`src/design/button_debounce_press_classifier_defines.svh`:
```
// ---------------------------------------------------------------------------
// Assertion macros for the button debounce press classifier
// Shared concurrent assertion forms, clocked on clk and disabled in reset.
// ---------------------------------------------------------------------------
`ifndef BUTTON_DEBOUNCE_PRESS_CLASSIFIER_DEFINES_SVH
`define BUTTON_DEBOUNCE_PRESS_CLASSIFIER_DEFINES_SVH

// Same-cycle implication.
`define BDPC_ASSERT_IMP(lbl, ante, cons, msg) \
  lbl: assert property (@(posedge clk) disable iff (!rst_n) (ante) |-> (cons)) \
    else $error(msg);

// Next-cycle implication.
`define BDPC_ASSERT_NXT(lbl, ante, cons, msg) \
  lbl: assert property (@(posedge clk) disable iff (!rst_n) (ante) |=> (cons)) \
    else $error(msg);

`endif

```
`src/design/bdpc_pkg.sv`:
```
// ---------------------------------------------------------------------------
// Button debounce press classifier package
// Event codes, register indexes, reset values and per-button state type.
// ---------------------------------------------------------------------------
package bdpc_pkg;

  // Event reported with each result beat.
  typedef enum logic [1:0] {
    EV_NONE    = 2'd0,
    EV_SHORT   = 2'd1,
    EV_LONG    = 2'd2,
    EV_HOLDING = 2'd3
  } event_t;

  // Configuration register indexes.
  localparam logic [1:0] CFG_DEBOUNCE = 2'd0;
  localparam logic [1:0] CFG_SHORT    = 2'd1;
  localparam logic [1:0] CFG_LONG     = 2'd2;

  // Register reset values.
  localparam logic [15:0] DEBOUNCE_RESET = 16'd100;
  localparam logic [15:0] SHORT_RESET    = 16'd500;
  localparam logic [15:0] LONG_RESET     = 16'd2000;

  // State kept for one button.
  typedef struct packed {
    logic        reading;
    logic        pressed;
    logic [31:0] start;
    logic [31:0] stamp;
  } btn_state_t;

  // Timing limits from the configuration registers.
  typedef struct packed {
    logic [15:0] debounce;
    logic [15:0] short_lim;
    logic [15:0] long_lim;
  } limits_t;

endpackage

```
`src/design/bdpc_step.sv`:
```
// ---------------------------------------------------------------------------
// Button debounce press classifier: single poll update
// Computes one button's next state and the event for one poll.
// ---------------------------------------------------------------------------
module bdpc_step import bdpc_pkg::*; (
  input  btn_state_t  cur,
  input  limits_t     lim,
  input  logic        reading,
  input  logic [31:0] now,
  output btn_state_t  nxt,
  output event_t      ev,
  output logic        changed
);

  logic [31:0] start_eff;
  logic [31:0] stable_dt;
  logic [31:0] held;
  logic [31:0] hold_dt;

  // A change of reading restarts the debounce timer.
  assign start_eff = (reading != cur.reading) ? now : cur.start;
  assign stable_dt = now - start_eff;
  assign held      = now - cur.stamp;

  // Debounced state takes the reading once it has been stable long enough.
  assign changed = (reading != cur.pressed) && (stable_dt >= {16'd0, lim.debounce});

  always_comb begin
    nxt.reading = reading;
    nxt.start   = start_eff;
    nxt.pressed = changed ? reading : cur.pressed;
    nxt.stamp   = changed ? now : cur.stamp;
  end

  // Time since the last change, which is zero when the change is this poll.
  assign hold_dt = changed ? 32'd0 : held;

  // Release classification, then holding while pressed past the long limit.
  always_comb begin
    ev = EV_NONE;
    if (changed && !reading) begin
      priority if (held < {16'd0, lim.short_lim}) begin
        ev = EV_SHORT;
      end else if (held < {16'd0, lim.long_lim}) begin
        ev = EV_LONG;
      end else begin
        ev = EV_NONE;
      end
    end
    if (nxt.pressed && (hold_dt >= {16'd0, lim.long_lim})) begin
      ev = EV_HOLDING;
    end
  end

endmodule

```
`src/design/button_debounce_press_classifier.sv`:
```
// ---------------------------------------------------------------------------
// Button debounce press classifier
// Debounces polled buttons and reports short, long and holding presses.
// ---------------------------------------------------------------------------
// One poll is accepted per cycle while the input is not stalled. The poll is
// captured in an input register; from there the per-button state is read,
// updated and written back while the result register, which drives the
// result beat, is loaded. Per-button state lives in flip-flops, so polls
// of the same button may follow each other in consecutive cycles. The input
// stalls only when both the input register and the result register are full
// and the result beat is stalled. Configuration writes are always ready.

`include "button_debounce_press_classifier_defines.svh"

module button_debounce_press_classifier import bdpc_pkg::*; #(
  parameter int NUM_BUTTONS = 4
) (
  input  logic        clk,
  input  logic        rst_n,
  input  logic        in_valid,
  output logic        in_stall,
  input  logic [1:0]  in_button_id,
  input  logic        in_pin_level,
  input  logic [31:0] in_now_ms,
  output logic        out_valid,
  input  logic        out_stall,
  output logic [1:0]  out_button_out,
  output logic [1:0]  out_event_res,
  output logic        out_debounced_pressed,
  output logic        out_any_pressed,
  output logic [31:0] out_last_change_ms,
  input  logic        cfg_valid,
  output logic        cfg_ready,
  input  logic [1:0]  cfg_index,
  input  logic [15:0] cfg_data
);

  localparam int         IDX_W = (NUM_BUTTONS > 1) ? $clog2(NUM_BUTTONS) : 1;
  localparam logic [4:0] NB    = 5'(NUM_BUTTONS);

  // Configuration registers.
  limits_t lim_r;

  // Per-button state and global change time.
  btn_state_t             btn_r [NUM_BUTTONS];
  logic [31:0]            glob_stamp_r;
  logic [NUM_BUTTONS-1:0] pressed_vec;
  logic [NUM_BUTTONS-1:0] pressed_nxt;

  // Input register.
  logic        s1_valid_r;
  logic [1:0]  s1_id_r;
  logic        s1_pin_r;
  logic [31:0] s1_now_r;

  // Result register.
  logic        out_valid_r;
  logic [1:0]  out_id_r;
  event_t      out_ev_r;
  logic        out_dp_r;
  logic        out_any_r;
  logic [31:0] out_stamp_r;

  logic             adv;
  logic             in_range;
  logic [31:0]      idx_wide;
  logic [IDX_W-1:0] idx;
  btn_state_t       cur;
  btn_state_t       nxt;
  event_t           step_ev;
  logic             step_changed;
  logic             reading;

  // Handshake: the result register frees when empty or taken.
  assign adv       = !out_valid_r || !out_stall;
  assign in_stall  = s1_valid_r && !adv;
  assign cfg_ready = 1'b1;

  // Configuration writes; an index beyond the list is ignored.
  always_ff @(posedge clk) begin
    if (!rst_n) begin
      lim_r.debounce  <= DEBOUNCE_RESET;
      lim_r.short_lim <= SHORT_RESET;
      lim_r.long_lim  <= LONG_RESET;
    end else if (cfg_valid && cfg_ready) begin
      unique case (cfg_index)
        CFG_DEBOUNCE: lim_r.debounce  <= cfg_data;
        CFG_SHORT:    lim_r.short_lim <= cfg_data;
        CFG_LONG:     lim_r.long_lim  <= cfg_data;
        default:      ;
      endcase
    end
  end

  // Input register capture.
  always_ff @(posedge clk) begin
    if (!rst_n) begin
      s1_valid_r <= 1'b0;
    end else if (!in_stall) begin
      s1_valid_r <= in_valid;
    end
  end

  always_ff @(posedge clk) begin
    if (in_valid && !in_stall) begin
      s1_id_r  <= in_button_id;
      s1_pin_r <= in_pin_level;
      s1_now_r <= in_now_ms;
    end
  end

  // Select the polled button's state.
  assign in_range = {3'd0, s1_id_r} < NB;
  assign idx_wide = 32'(s1_id_r);
  assign idx      = idx_wide[IDX_W-1:0];
  assign cur      = btn_r[idx];
  assign reading  = ~s1_pin_r;

  bdpc_step u_step (
    .cur     (cur),
    .lim     (lim_r),
    .reading (reading),
    .now     (s1_now_r),
    .nxt     (nxt),
    .ev      (step_ev),
    .changed (step_changed)
  );

  // Pressed flags before and after this poll.
  always_comb begin
    for (int k = 0; k < NUM_BUTTONS; k++) begin
      pressed_vec[k] = btn_r[k].pressed;
    end
    pressed_nxt = pressed_vec;
    if (in_range) begin
      pressed_nxt[idx] = nxt.pressed;
    end
  end

  // State write-back and result register load.
  always_ff @(posedge clk) begin
    if (!rst_n) begin
      for (int k = 0; k < NUM_BUTTONS; k++) begin
        btn_r[k] <= '0;
      end
      glob_stamp_r <= '0;
      out_valid_r  <= 1'b0;
    end else if (adv) begin
      out_valid_r <= s1_valid_r;
      if (s1_valid_r && in_range) begin
        btn_r[idx] <= nxt;
        if (step_changed) begin
          glob_stamp_r <= s1_now_r;
        end
      end
    end
  end

  always_ff @(posedge clk) begin
    if (adv && s1_valid_r) begin
      out_id_r    <= s1_id_r;
      out_ev_r    <= in_range ? step_ev : EV_NONE;
      out_dp_r    <= in_range && nxt.pressed;
      out_any_r   <= |pressed_nxt;
      out_stamp_r <= (in_range && step_changed) ? s1_now_r : glob_stamp_r;
    end
  end

  assign out_valid             = out_valid_r;
  assign out_button_out        = out_id_r;
  assign out_event_res         = out_ev_r;
  assign out_debounced_pressed = out_dp_r;
  assign out_any_pressed       = out_any_r;
  assign out_last_change_ms    = out_stamp_r;

  // Holding is only reported for a pressed button.
  `BDPC_ASSERT_IMP(a_hold_pressed, out_valid_r && (out_ev_r == EV_HOLDING), out_dp_r, "holding without press")
  // A release event leaves the button released.
  `BDPC_ASSERT_IMP(a_release_clear, out_valid_r && ((out_ev_r == EV_SHORT) || (out_ev_r == EV_LONG)), !out_dp_r, "release event while pressed")
  // A pressed button is counted in the any-pressed flag.
  `BDPC_ASSERT_IMP(a_any_pressed, out_valid_r && out_dp_r, out_any_r, "any_pressed misses button")
  // A poll in the input register moves to an empty result register.
  `BDPC_ASSERT_NXT(a_advance, s1_valid_r && !out_valid_r, out_valid_r, "poll lost between stages")

endmodule
```
`config.mk`:
```
export PLATFORM = sky130hd
export DESIGN_NAME = button_debounce_press_classifier
export DESIGN_NICKNAME = d
export VERILOG_FILES = /design/src/design/bdpc_pkg.sv /design/src/design/bdpc_step.sv /design/src/design/button_debounce_press_classifier.sv
export VERILOG_INCLUDE_DIRS = /design/src /design/src/design
export SDC_FILE = /design/constraint.sdc
export NUM_CORES = 1
export LEC_CHECK = 0
export ABC_AREA = 1
export BUFFER_PORTS_ARGS = -buffer_cell sky130_fd_sc_hd__buf_2
export CAP_MARGIN = 20
export CORE_MARGIN = 1
export CORE_UTILIZATION = 52
export DETAILED_ROUTE_END_ITERATION = 12
export PLACE_DENSITY_LB_ADDON = 0.08
export SKIP_LAST_GASP = 1
export SYNTH_ARGS = -nofsm -noshare
export SYNTH_HDL_FRONTEND = slang
export SYNTH_SLANG_ARGS = --single-unit
```
`constraint.sdc`:
```
create_clock -name clk -period 8.8 [get_ports clk]
set_input_delay 1.32 -clock clk [delete_from_list [all_inputs] [get_ports clk]]
set_output_delay 1.32 -clock clk [all_outputs]
set_load 0.02 [all_outputs]
```
==> results of run 1 <==
==> sequential cells by signal, indices dropped and copies added, names as in the netlist, named ones only <==
register	flops
btn_r	264
glob_stamp_r	32
idx	2
lim_r	48
out_any_pressed	1
out_button_out	2
out_debounced_pressed	1
out_event_res	2
out_last_change_ms	32
out_valid	1
s1_now_r	32
s1_pin_r	1
s1_valid_r	1
==> area by class of cell <==
| cell class | count | area [um2] |
|---|---|---|
| inverters | 191 | 723 |
| clock buffers | 67 | 1310 |
| clock inverters | 17 | 274 |
| well taps | 585 | 732 |
| multi-input cells | 1876 | 10200 |
| repair buffers | 124 | 713 |
| fillers | 3899 | 17800 |
| flip-flops and latches | 421 | 11800 |
==> layout by cell type, fill, tap and decap left out, types with 9 or more instances in the layout <==
cell / instances
a21o_1: 9
a21oi_1: 266
buf_2: 97
buf_4: 25
clkbuf_1: 15
clkbuf_16: 48
dfxtp_1: 82
edfxtp_1: 337
ha_1: 122
inv_1: 183
nand2_1: 594
nand2_2: 11
nand3_1: 154
nand3_4: 30
nand4_1: 24
nor2_1: 309
nor3_1: 18
o211ai_1: 18
o21ai_0: 148
o21ai_1: 27
o221ai_1: 29
xnor2_1: 13
xor2_1: 30
==> cell families (layout without fill, tap and decap cells) <==
kind of cell,count (synthesis),after routing,share of synthesized area [%]
other cells,1,1,0.0162
flops,421,421,50.9
xor+xnor,44,44,1.66
buf+inv,304,399,5.37
compound gates,534,534,12.8
simple gates,1172,1172,22.5
fa+ha+maj,124,124,6.76
mux,1,1,0.0432
==> per-layer routing <==
layer	GRT usage [%]	up-vias
met5	0	-
met2	50.1	769
met4	12.1	0
met3	4.40	147
li1	-	9110
met1	42.0	9100
==> worst paths after layout <==
| path | start | endpoint | depth (start not counted) |
|---|---|---|---|
| min reg2reg | glob_stamp_r[20] | glob_stamp_r[20] | 2 |
| max | flop | out_event_res[1] | 39 |
| min | glob_stamp_r[20] | glob_stamp_r[20] | 2 |
| max reg2reg | flop | out_event_res[1] | 39 |
==> worst reg2reg max path: cells and delay by family (launching register included) <==
kind / cells / cell delay [ns]
flip-flops: 1 / 0.50
adder cells (fa/ha/maj): 3 / 0.98
buffers and inverters: 6 / 1.64
AND/OR/NAND/NOR: 13 / 1.37
XOR/XNOR: 1 / 0.16
AO/OA/AOI/OAI: 16 / 2.56
==> power groups by stage <==
stage	Combinational [mW]	Sequential, mW	Clock, mW
after floorplan	1.11	2.36	0
after global placement	1.50	2.36	0
after detailed placement	1.52	2.37	0
after CTS	1.53	2.32	2.06
after global routing	1.72	2.33	2.14
final	1.55	2.33	2.05
==> stage by stage <==
stage | cells | power, mW | worst slack, ns
5_1_grt | 3281 | 6.19 | 0.641
3_5_place_dp | 3196 | 3.89 | 1.45
3_3_place_gp | 3195 | 3.86 | 1.51
4_1_cts | 3280 | 5.92 | 1.42
2_1_floorplan | 2601 | 3.46 | 0.195
6_report | 3281 | 5.92 | 1.34
==> Flow_metrics.wiki, run 1 <==
{| class="wikitable"
! Metric !! Value
|-
| Number of buffers and inverters on the critical path || 6
|-
| Detailed-routed wire length on met3 || 5470 um
|-
| First-pass GRT wire length || 105,000 um
|-
| Placed Instance Area || 24,200 um2
|-
| Critical Path Source Type || flop
|-
| Initial antenna violation count || 1
|-
| Cell area after technology mapping || 23,200 um2
|-
| PwrDens || 230 nW/um2
|-
| Largest fanout of any net on the critical path || 60
|-
| Asr flop ratio synth || 0%
|-
| Max VDD drop || 183 uV
|-
| Post-Route Setup TNS || 0 ns
|-
| Cell with the most instances after synthesis || nand2_1
|-
| Leakage power || 10.7 nW
|-
| Post-synth EDFFs || 337
|-
| Count of endpoints failing hold in the final timing report || 0
|-
| Endpoint kind of the worst setup timing path || flop
|-
| DR WL/cell || 21.2 um
|-
| Via count of the routed design || 19,126
|-
| CP Data Required Time || 9.13 ns
|-
| Wl on met1 || 29,600 um
|-
| Fin nets || 2,842
|-
| Type of the most critical hold path || reg -> reg
|-
| Avg Synthesized Cell Area || 8.91 um2
|-
| Maximum number of pins on one net before global-route repair || 77
|-
| Die H || 213 um
|-
| Buffer type at the clock tree root || clkbuf_16
|-
| Switching Share || 32.4%
|-
| Tightest Pin Transition || 1.03 ns
|-
| First-pass iteration count of the detailed router || 5
|-
| Yosys top cell by area || edfxtp_1
|-
| Max Freq || 0.134 GHz
|-
| Final max-slew violation count || 0
|-
| Cell types with the largest area share after synthesis || edfxtp_1 (44%), nand2_1 (9.7%), dfxtp_1 (7.3%)
|-
| Worst slew margin || 31.1%
|-
| Run status || finished, final reports clean
|-
| Port-buffer cells || 97
|-
| Synthesis-stage register bit count || 421
|-
| DR vias/cell || 5.83
|-
| H-tree levels || 2
|-
| Worst setup slack for register-to-register paths || 1.34 ns
|-
| Post-DP HPWL || 46,900 um
|-
| DRC errors left || 0
|-
| Final setup violation count || 0
|-
| Syn. warnings || 0
|-
| Via count of the first global-routing pass || 18,354
|-
| Global-route total usage across every layer || 31.0%
|-
| Post-CTS Resized || 0
|-
| Setup repair after global routing missed its margin || no
|-
| Max Root-Sink Buffers || 3
|-
| IO Count || 99
|-
| Area growth, synth to finish || 11.2%
|-
| Power Internal || 4.00 mW
|-
| Clk_skew || 0.0255 ns
|-
| Weighted congestion at the end of routability-driven global placement || 0.944
|-
| Final worst path period share || 84.8%
|-
| Number of antenna diodes || 0
|-
| Number of buffers inserted by hold repair at cts || 0
|-
| CTS Buf Count || 46
|-
| Share of layout cells above drive strength 1 || 9.83%
|-
| Total wirelength of the detailed-routed design || 69,600 um
|-
| Delay-heaviest family, CP || compound AO/OA/AOI/OAI gates
|-
| CTS tree || done
|-
| Number of buffers inserted by post-CTS setup repair || 0
|-
| Number of clock sinks || 421
|-
| Horiz. Die Dim || 213 um
|-
| Initial core utilization || 53.2%
|-
| Count of unique library cells instantiated by Yosys || 58
|-
| Dominant synthesized flop cell || edfxtp_1
|-
| Initial detailed-routing violation count || 1,640
|-
| Net count after synthesis || 2,783
|-
| Fraction of the core area covered by cells at the end of the flow || 59.2%
|-
| Portion of synthesized cell area occupied by the leading cell type || 43.7%
|-
| Number of cells produced by synthesis || 2,601
|-
| Number of rows in the core area || 76
|-
| Worst-Skew Late Latency || 0.59 ns
|-
| Type of the worst setup path || reg -> reg
|-
| Number of violations of the max-capacitance limit || 0
|-
| Antenna violation net count after detailed routing || 0
|-
| Switch Pwr || 1.91 mW
|-
| Relative contribution of sequential cells to total power || 39.3%
|-
| Most instantiated cells after synthesis || nand2_1 (599), edfxtp_1 (337), nor2_1 (312), a21oi_1 (266), inv_1 (185)
|-
| Clock group share of total power || 34.6%
|-
| Min cycle time layout || 7.46 ns
|-
| Master of the slowest instance on the critical path || buf_4
|-
| Std-Cell Core Area || 43,600 um2
|-
| Top Metal Used || met4
|-
| Die ar. || 45,400 um2
|-
| Sequential area share after synthesis || 50.9%
|-
| Worst Hold Slack || 0.449 ns
|-
| Maximum single-stage delay on the critical path || 0.66 ns
|-
| Clk pin slew, worst setup/hold paths || 0.06 ns
|-
| Critical Path AT || 7.79 ns
|-
| Combinational group share of total power || 26.2%
|-
| Total congestion overflow after global routing || 0
|-
| Post-route cell area || 25,800 um2
|-
| Length of routed met2 wiring || 32,200 um
|}
Note: power is estimated with default switching activity, not from simulation.
==> run 2: changes to the inputs <==
==> constraint.sdc (replaced) <==
create_clock -name clk -period 6.43 [get_ports clk]
set_input_delay 0.9645 -clock clk [delete_from_list [all_inputs] [get_ports clk]]
set_output_delay 0.9645 -clock clk [all_outputs]
set_load 0.02 [all_outputs]
==> Flow_metrics.wiki, run 2 (synthesized netlist as in run 1, its figures left out) <==
{| class="wikitable"
! Metric !! Value
|-
| Run status || finished, final reports clean (unchanged)
|-
| Worst setup slack for register-to-register paths || 0.21 ns (was 1.34 ns)
|-
| Horiz. Die Dim || 213 um (unchanged)
|-
| PwrDens || 305 nW/um2 (was 230 nW/um2)
|-
| Endpoint of the most critical setup path || out_event_res[0] (was out_event_res[1])
|-
| Final max-slew violation count || 0 (unchanged)
|-
| Number of rows in the core area || 76 (unchanged)
|-
| Crit-path most repeated cell || nand2_1
|-
| Type of the most critical hold path || reg -> reg (unchanged)
|-
| Weighted congestion at the end of routability-driven global placement || 0.987 (was 0.944)
|-
| Registers with the most flip-flops || btn_r x264, lim_r x48 (unchanged)
|-
| First-pass GRT wire length || 107,000 um (was 105,000 um)
|-
| Maximum number of pins on one net before global-route repair || 83 (was 77)
|-
| Worst R2R Path Depth || 44 (was 39)
|-
| Port-buffer cells || 97 (unchanged)
|-
| Critical Path AT || 6.55 ns (was 7.79 ns)
|-
| Endpoint kind of the worst setup timing path || flop (unchanged)
|-
| Post-DP HPWL || 48,800 um (was 46,900 um)
|-
| Global-route total usage across every layer || 31.4% (was 31.0%)
|-
| Leading cell types in the layout, fill and taps excluded || nand2_1 (584), edfxtp_1 (337), nor2_1 (306) (was nand2_1 (594), edfxtp_1 (337), nor2_1 (309))
|-
| Worst slew margin || 30.4% (was 31.1%)
|-
| Number of antenna diodes || 0 (unchanged)
|-
| Min cycle time layout || 6.22 ns (was 7.46 ns)
|-
| DRC errors left || 0 (unchanged)
|-
| Setup repair after global routing missed its margin || yes (was no)
|-
| Via count of the routed design || 19,610 (was 19,126)
|-
| First-pass iteration count of the detailed router || 6 (was 5)
|-
| Type of the worst setup path || reg -> reg (unchanged)
|-
| Number of placed instances with taps included || 3,270 (was 3,196)
|-
| Max reg flops || 264 (unchanged)
|-
| Final setup violation count || 0 (unchanged)
|-
| Total wirelength of the detailed-routed design || 71,100 um (was 69,600 um)
|-
| Via count of the first global-routing pass || 18,987 (was 18,354)
|-
| CP Data Required Time || 6.76 ns (was 9.13 ns)
|-
| Clk_skew || 0.0267 ns (was 0.0255 ns)
|-
| Die ar. || 45,400 um2 (unchanged)
|-
| CTS Buf Count || 44 (was 46)
|-
| Initial detailed-routing violation count || 1,925 (was 1,640)
|-
| Count of endpoints failing hold in the final timing report || 0 (unchanged)
|-
| Register name with the most flops || btn_r (unchanged)
|-
| Total power after layout || 8.15 mW (was 5.92 mW)
|-
| DR vias/cell || 5.81 (was 5.83)
|-
| Worst-Skew Late Latency || 0.59 ns (about the same)
|-
| Post-Route Setup TNS || 0 ns (unchanged)
|-
| CTS tree || done (unchanged)
|-
| Max VDD drop || 208 uV (was 183 uV)
|-
| Total congestion overflow after global routing || 0 (unchanged)
|-
| Initial antenna violation count || 2 (was 1)
|-
| Most frequent standard cell in the layout excluding fill and tap cells || nand2_1 (unchanged)
|-
| Leakage power || 11.2 nW (was 10.7 nW)
|-
| Initial core utilization || 53.2% (unchanged)
|-
| Tightest Pin Transition || 1.04 ns (was 1.03 ns)
|-
| Die H || 213 um (unchanged)
|-
| Max Root-Sink Buffers || 3 (unchanged)
|-
| IO Count || 99 (unchanged)
|-
| Std-Cell Core Area || 43,600 um2 (unchanged)
|-
| Antenna violation net count after detailed routing || 0 (unchanged)
|-
| DR WL/cell || 21.1 um (was 21.2 um)
|-
| Number of buffers inserted by hold repair at cts || 0 (unchanged)
|-
| Final worst path period share || 96.7% (was 84.8%)
|-
| Fin nets || 2,938 (was 2,842)
|-
| Clk pin slew, worst setup/hold paths || 0.06 ns (about the same)
|-
| H-tree levels || 2 (unchanged)
|-
| Number of standard cells in the final layout excluding fillers || 3,377 (was 3,281)
|-
| Max Freq || 0.161 GHz (was 0.134 GHz)
|-
| Largest fanout of any net on the critical path || 5 (was 60)
|-
| Share of layout cells above drive strength 1 || 14.8% (was 9.83%)
|-
| Number of violations of the max-capacitance limit || 0 (unchanged)
|-
| Buffer type at the clock tree root || clkbuf_16 (unchanged)
|-
| Master of the slowest instance on the critical path || dfxtp_4 (was buf_4)
|-
| Worst Hold Slack || 0.449 ns (about the same)
|-
| Area growth, synth to finish || 15.2% (was 11.2%)
|-
| FF-to-FF End || out_event_res[0] (was out_event_res[1])
|-
| Critical Path Source Type || flop (unchanged)
|-
| Maximum single-stage delay on the critical path || 0.41 ns (was 0.66 ns)
|-
| Number of clock sinks || 421 (unchanged)
|}
-- run 2: cell count changes in the layout (fill, tap and decap cells not counted), sizes merged --
cell and change:
bufinv -3, buf +96, clkinv +11, inv -1, clkbuf -6, clkinvlp -1
-- run 2: area by class of cell --
cell class / instances / area (um2)
fillers: 3841 / 16900
repair buffers: 222 / 1530
well taps: 585 / 732
clock buffers: 59 / 1210
clock inverters: 23 / 213
multi-input cells: 1876 / 10500
inverters: 191 / 732
flip-flops and latches: 421 / 11800
-- run 2: metrics by stage --
step,utilization (%),worst slack (ns),instance area [um2]
global route,61.3,-0.0948,26700
finish,61.3,0.209,26700
CTS,60.1,0.0892,26200
global placement,56.8,0.0725,24700
floorplan,-,0.239,23200
detailed placement,56.8,-0.0215,24700
-- run 2: repair_timing --
action	in CTS	in global routing
cloned	0	2
setup buffers	2	21
resized for setup	0	83
endpoints found under the setup margin	2	40
pin swaps	0	15
-- run 2: how the worst min path moves through the flow --
stage | start | to | slack, ns | cells past startpoint
2_1_floorplan | glob_stamp_r[0] | glob_stamp_r[0] | 0.43 | 2
3_3_place_gp | glob_stamp_r[3] | glob_stamp_r[3] | 0.44 | 2
3_5_place_dp | glob_stamp_r[8] | glob_stamp_r[8] | 0.44 | 2
4_1_cts | glob_stamp_r[1] | glob_stamp_r[1] | 0.45 | 2
5_1_grt | glob_stamp_r[18] | glob_stamp_r[18] | 0.47 | 2
6_report | glob_stamp_r[5] | glob_stamp_r[5] | 0.45 | 2
-- run 2: layer usage --
metal / GRT usage (%) / share of wire, % / wire length (um) / vias to the layer above
met4: 11.8 / 3.3 / 2340 / 0
met5: 0 / 0 / 0 / -
met3: 6.12 / 8.3 / 5890 / 140
met2: 50.6 / 46 / 32900 / 790
met1: 41.9 / 42 / 30000 / 9385
li1: - / - / - / 9295
-- run 2: critical path, delay by kind of cell, from the launching register on --
family	cells	cell delay, ns
DFF	1	0.41
xor gates and xnor gates	1	0.12
buffers and inverters	7	0.71
AOI/OAI and AO/OA	16	2.25
and+or+nand+nor	17	1.65
adders and majority gates	3	0.84
-- run 2: power by group --
group          total, mW  leakage, nW  internal, mW  switching [mW]
clock network       2.56        0.702          1.48            1.08
logic               2.41         6.39         0.872            1.54
registers           3.18         4.12          3.10          0.0786
total               8.15         11.2          5.45            2.70
==> run 3: changes to the inputs <==
--- a/config.mk
+++ b/config.mk
@@ -9,10 +9,11 @@
 export ABC_AREA = 1
 export BUFFER_PORTS_ARGS = -buffer_cell sky130_fd_sc_hd__buf_2
 export CAP_MARGIN = 20
+export CORE_ASPECT_RATIO = 0.75
 export CORE_MARGIN = 1
-export CORE_UTILIZATION = 52
+export CORE_UTILIZATION = 50
 export DETAILED_ROUTE_END_ITERATION = 12
-export PLACE_DENSITY_LB_ADDON = 0.08
+export PLACE_DENSITY = 0.69
 export SKIP_LAST_GASP = 1
 export SYNTH_ARGS = -nofsm -noshare
 export SYNTH_HDL_FRONTEND = slang
==> Flow_metrics.wiki, run 3 (synthesized netlist as in run 1, its figures left out) <==
{| class="wikitable"
! Metric !! Value
|-
| Post-Route Setup TNS || 0 ns (unchanged)
|-
| IO Count || 99 (unchanged)
|-
| Number of antenna diodes || 0 (unchanged)
|-
| Maximum number of pins on one net before global-route repair || 67 (was 83)
|-
| Register name with the most flops || btn_r (unchanged)
|-
| Layout fillers || 3,813 (was 3,841)
|-
| Final worst path period share || 95.9% (was 96.7%)
|-
| Clk_skew || 0.0314 ns (was 0.0267 ns)
|-
| Global-route total usage across every layer || 29.4% (was 31.4%)
|-
| Run status || finished, final reports clean (unchanged)
|-
| Antenna violation net count after detailed routing || 0 (unchanged)
|-
| Worst Setup Slack post-DPL || 0.0837 ns (was -0.0215 ns)
|-
| Slack of the critical path || 0.261 ns (was 0.209 ns)
|-
| Fraction of the core area covered by cells at the end of the flow || 60.6% (was 61.3%)
|-
| Area occupied by registers || 11,800 um2 (about the same)
|-
| Tightest Pin Transition || 1.15 ns (was 1.04 ns)
|-
| Initial core utilization || 51.3% (was 53.2%)
|-
| CTS Buf Count || 42 (was 44)
|-
| Max reg flops || 264 (unchanged)
|-
| Number of buffers and inverters on the critical path || 5 (was 7)
|-
| Critical Path Source Type || flop (unchanged)
|-
| Worst slew margin || 23.4% (was 30.4%)
|-
| PwrDens || 303 nW/um2 (was 305 nW/um2)
|-
| Endpoint kind of the worst setup timing path || flop (unchanged)
|-
| Type of the most critical hold path || reg -> reg (unchanged)
|-
| Maximum single-stage delay on the critical path || 0.36 ns (was 0.41 ns)
|-
| Critical Path AT || 6.50 ns (was 6.55 ns)
|-
| Final max-slew violation count || 0 (unchanged)
|-
| Min cycle time layout || 6.17 ns (was 6.22 ns)
|-
| Type of the worst setup path || reg -> reg (unchanged)
|-
| H-tree levels || 2 (unchanged)
|-
| CTS tree || done (unchanged)
|-
| Number of placed instances with taps included || 3,322 (was 3,270)
|-
| Horiz. Die Dim || 251 um (was 213 um)
|-
| Max VDD drop || 241 uV (was 208 uV)
|-
| Number of standard cells in the final layout excluding fillers || 3,436 (was 3,377)
|-
| Share of layout cells above drive strength 1 || 17.5% (was 14.8%)
|-
| DR WL/cell || 20.8 um (was 21.1 um)
|-
| Crit-path most repeated cell || nand2_1 (unchanged)
|-
| Fin nets || 3,000 (was 2,938)
|-
| Die H || 188 um (was 213 um)
|-
| Number of rows in the core area || 67 (was 76)
|-
| First-pass iteration count of the detailed router || 6 (unchanged)
|-
| DRC errors left || 0 (unchanged)
|-
| Registers with the most flip-flops || btn_r x264, lim_r x48 (unchanged)
|-
| Delay-heaviest family, CP || compound AO/OA/AOI/OAI gates (unchanged)
|-
| Post-DP HPWL || 48,000 um (was 48,800 um)
|-
| FF-to-FF End || out_event_res[1] (was out_event_res[0])
|-
| Initial antenna violation count || 1 (was 2)
|-
| Number of buffers inserted by hold repair at cts || 0 (unchanged)
|-
| Initial detailed-routing violation count || 2,149 (was 1,925)
|-
| Area growth, synth to finish || 18.2% (was 15.2%)
|-
| Area of the multi-input gates || 10,700 um2 (was 10,500 um2)
|-
| Leakage power || 11.6 nW (was 11.2 nW)
|-
| Worst setup slack for register-to-register paths || 0.26 ns (was 0.21 ns)
|-
| Total congestion overflow after global routing || 0 (unchanged)
|-
| Detailed-routed wire length on met3 || 7090 um (was 5890 um)
|-
| Top Metal Used || met4 (unchanged)
|-
| Number of clock sinks || 421 (unchanged)
|-
| Die ar. || 47,200 um2 (was 45,400 um2)
|-
| Max Freq || 0.162 GHz (was 0.161 GHz)
|-
| Largest fanout of any net on the critical path || 13 (was 5)
|-
| Worst R2R Path Depth || 43 (was 44)
|-
| Clk pin slew, worst setup/hold paths || 0.07 ns (was 0.06 ns)
|-
| Via count of the first global-routing pass || 18,671 (was 18,987)
|-
| Number of violations of the max-capacitance limit || 0 (unchanged)
|-
| DR vias/cell || 5.83 (was 5.81)
|-
| Final setup violation count || 0 (unchanged)
|-
| Buffer type at the clock tree root || clkbuf_16 (unchanged)
|-
| CP Data Required Time || 6.76 ns (about the same)
|-
| Critical path depth || 43 (was 44)
|-
| Master of the slowest instance on the critical path || dfxtp_2 (was dfxtp_4)
|-
| Most frequent standard cell in the layout excluding fill and tap cells || nand2_1 (unchanged)
|-
| Wl on met1 || 31,700 um (was 30,000 um)
|-
| Via count of the routed design || 20,048 (was 19,610)
|-
| Endpoint of the most critical setup path || out_event_res[1] (was out_event_res[0])
|-
| Count of endpoints failing hold in the final timing report || 0 (unchanged)
|-
| Max Root-Sink Buffers || 3 (unchanged)
|-
| First-pass GRT wire length || 107,000 um (about the same)
|-
| Port-buffer cells || 97 (unchanged)
|-
| Worst-Skew Late Latency || 0.58 ns (was 0.59 ns)
|-
| Leading cell types in the layout, fill and taps excluded || nand2_1 (578), edfxtp_1 (337), nor2_1 (303) (was nand2_1 (584), edfxtp_1 (337), nor2_1 (306))
|-
| Length of routed met2 wiring || 30,700 um (was 32,900 um)
|-
| Total wirelength of the detailed-routed design || 71,600 um (was 71,100 um)
|-
| Std-Cell Core Area || 45,200 um2 (was 43,600 um2)
|-
| Weighted congestion at the end of routability-driven global placement || 0.916 (was 0.987)
|}
-- run 3: cell count changes in the layout (fill, tap and decap cells not counted), sizes merged --
| cell | delta |
|---|---|
| inv | -1 |
| nand2 | +1 |
| clkinv | -4 |
| clkinvlp | +4 |
| bufinv | -1 |
| buf | +60 |
| clkbuf | -1 |
-- run 3: worst min-delay path by stage --
stage / depth (start not counted) / end / from
after global routing: 2 / glob_stamp_r[17] / glob_stamp_r[17]
after floorplan: 2 / glob_stamp_r[0] / glob_stamp_r[0]
after global placement: 2 / glob_stamp_r[16] / glob_stamp_r[16]
after CTS: 2 / glob_stamp_r[11] / glob_stamp_r[11]
after detailed placement: 2 / glob_stamp_r[11] / glob_stamp_r[11]
final: 2 / glob_stamp_r[11] / glob_stamp_r[11]
-- run 3: layout make-up --
type                       count  area share [%]
sequential                   421            43.1
multi-input combinational   1877            38.9
timing repair buffer         285            7.71
clock buffer                  55            4.20
tap                          586            2.68
inverter                     191            2.65
clock inverter                21           0.726
-- run 3: metrics by stage --
stage | total power [mW] | hold slack (ns) | instance area [um2]
6_report | 8.29 | 0.453 | 27400
5_1_grt | 8.68 | 0.466 | 27400
4_1_cts | 8.07 | 0.454 | 26500
3_5_place_dp | 5.61 | 0.439 | 25100
3_3_place_gp | 5.57 | 0.436 | 25100
2_1_floorplan | 4.74 | 0.426 | 23200
-- run 3: routing by layer --
metal	track usage, %	up-vias
met4	9.06	0
met2	43.6	982
li1	-	9427
met3	4.61	133
met1	43.9	9506
met5	0	-
-- run 3: worst min-delay path, stage by stage, from the launching register on --
cell and delay (ns):
dfxtp_1 0.31, nand2_1 0.06, nand2_1 0.05
-- run 3: power by group --
part	total [mW]	switching (mW)	internal, mW
registers	3.18	0.0797	3.10
logic	2.64	1.64	1.00
clock network	2.47	1.08	1.39
-- run 3: repair_timing --
item                                   in CTS  in global routing
setup buffers                               0                 32
endpoints found under the hold margin       0                  0
setup endpoints to repair                   0                 48
resized for setup                           0                126
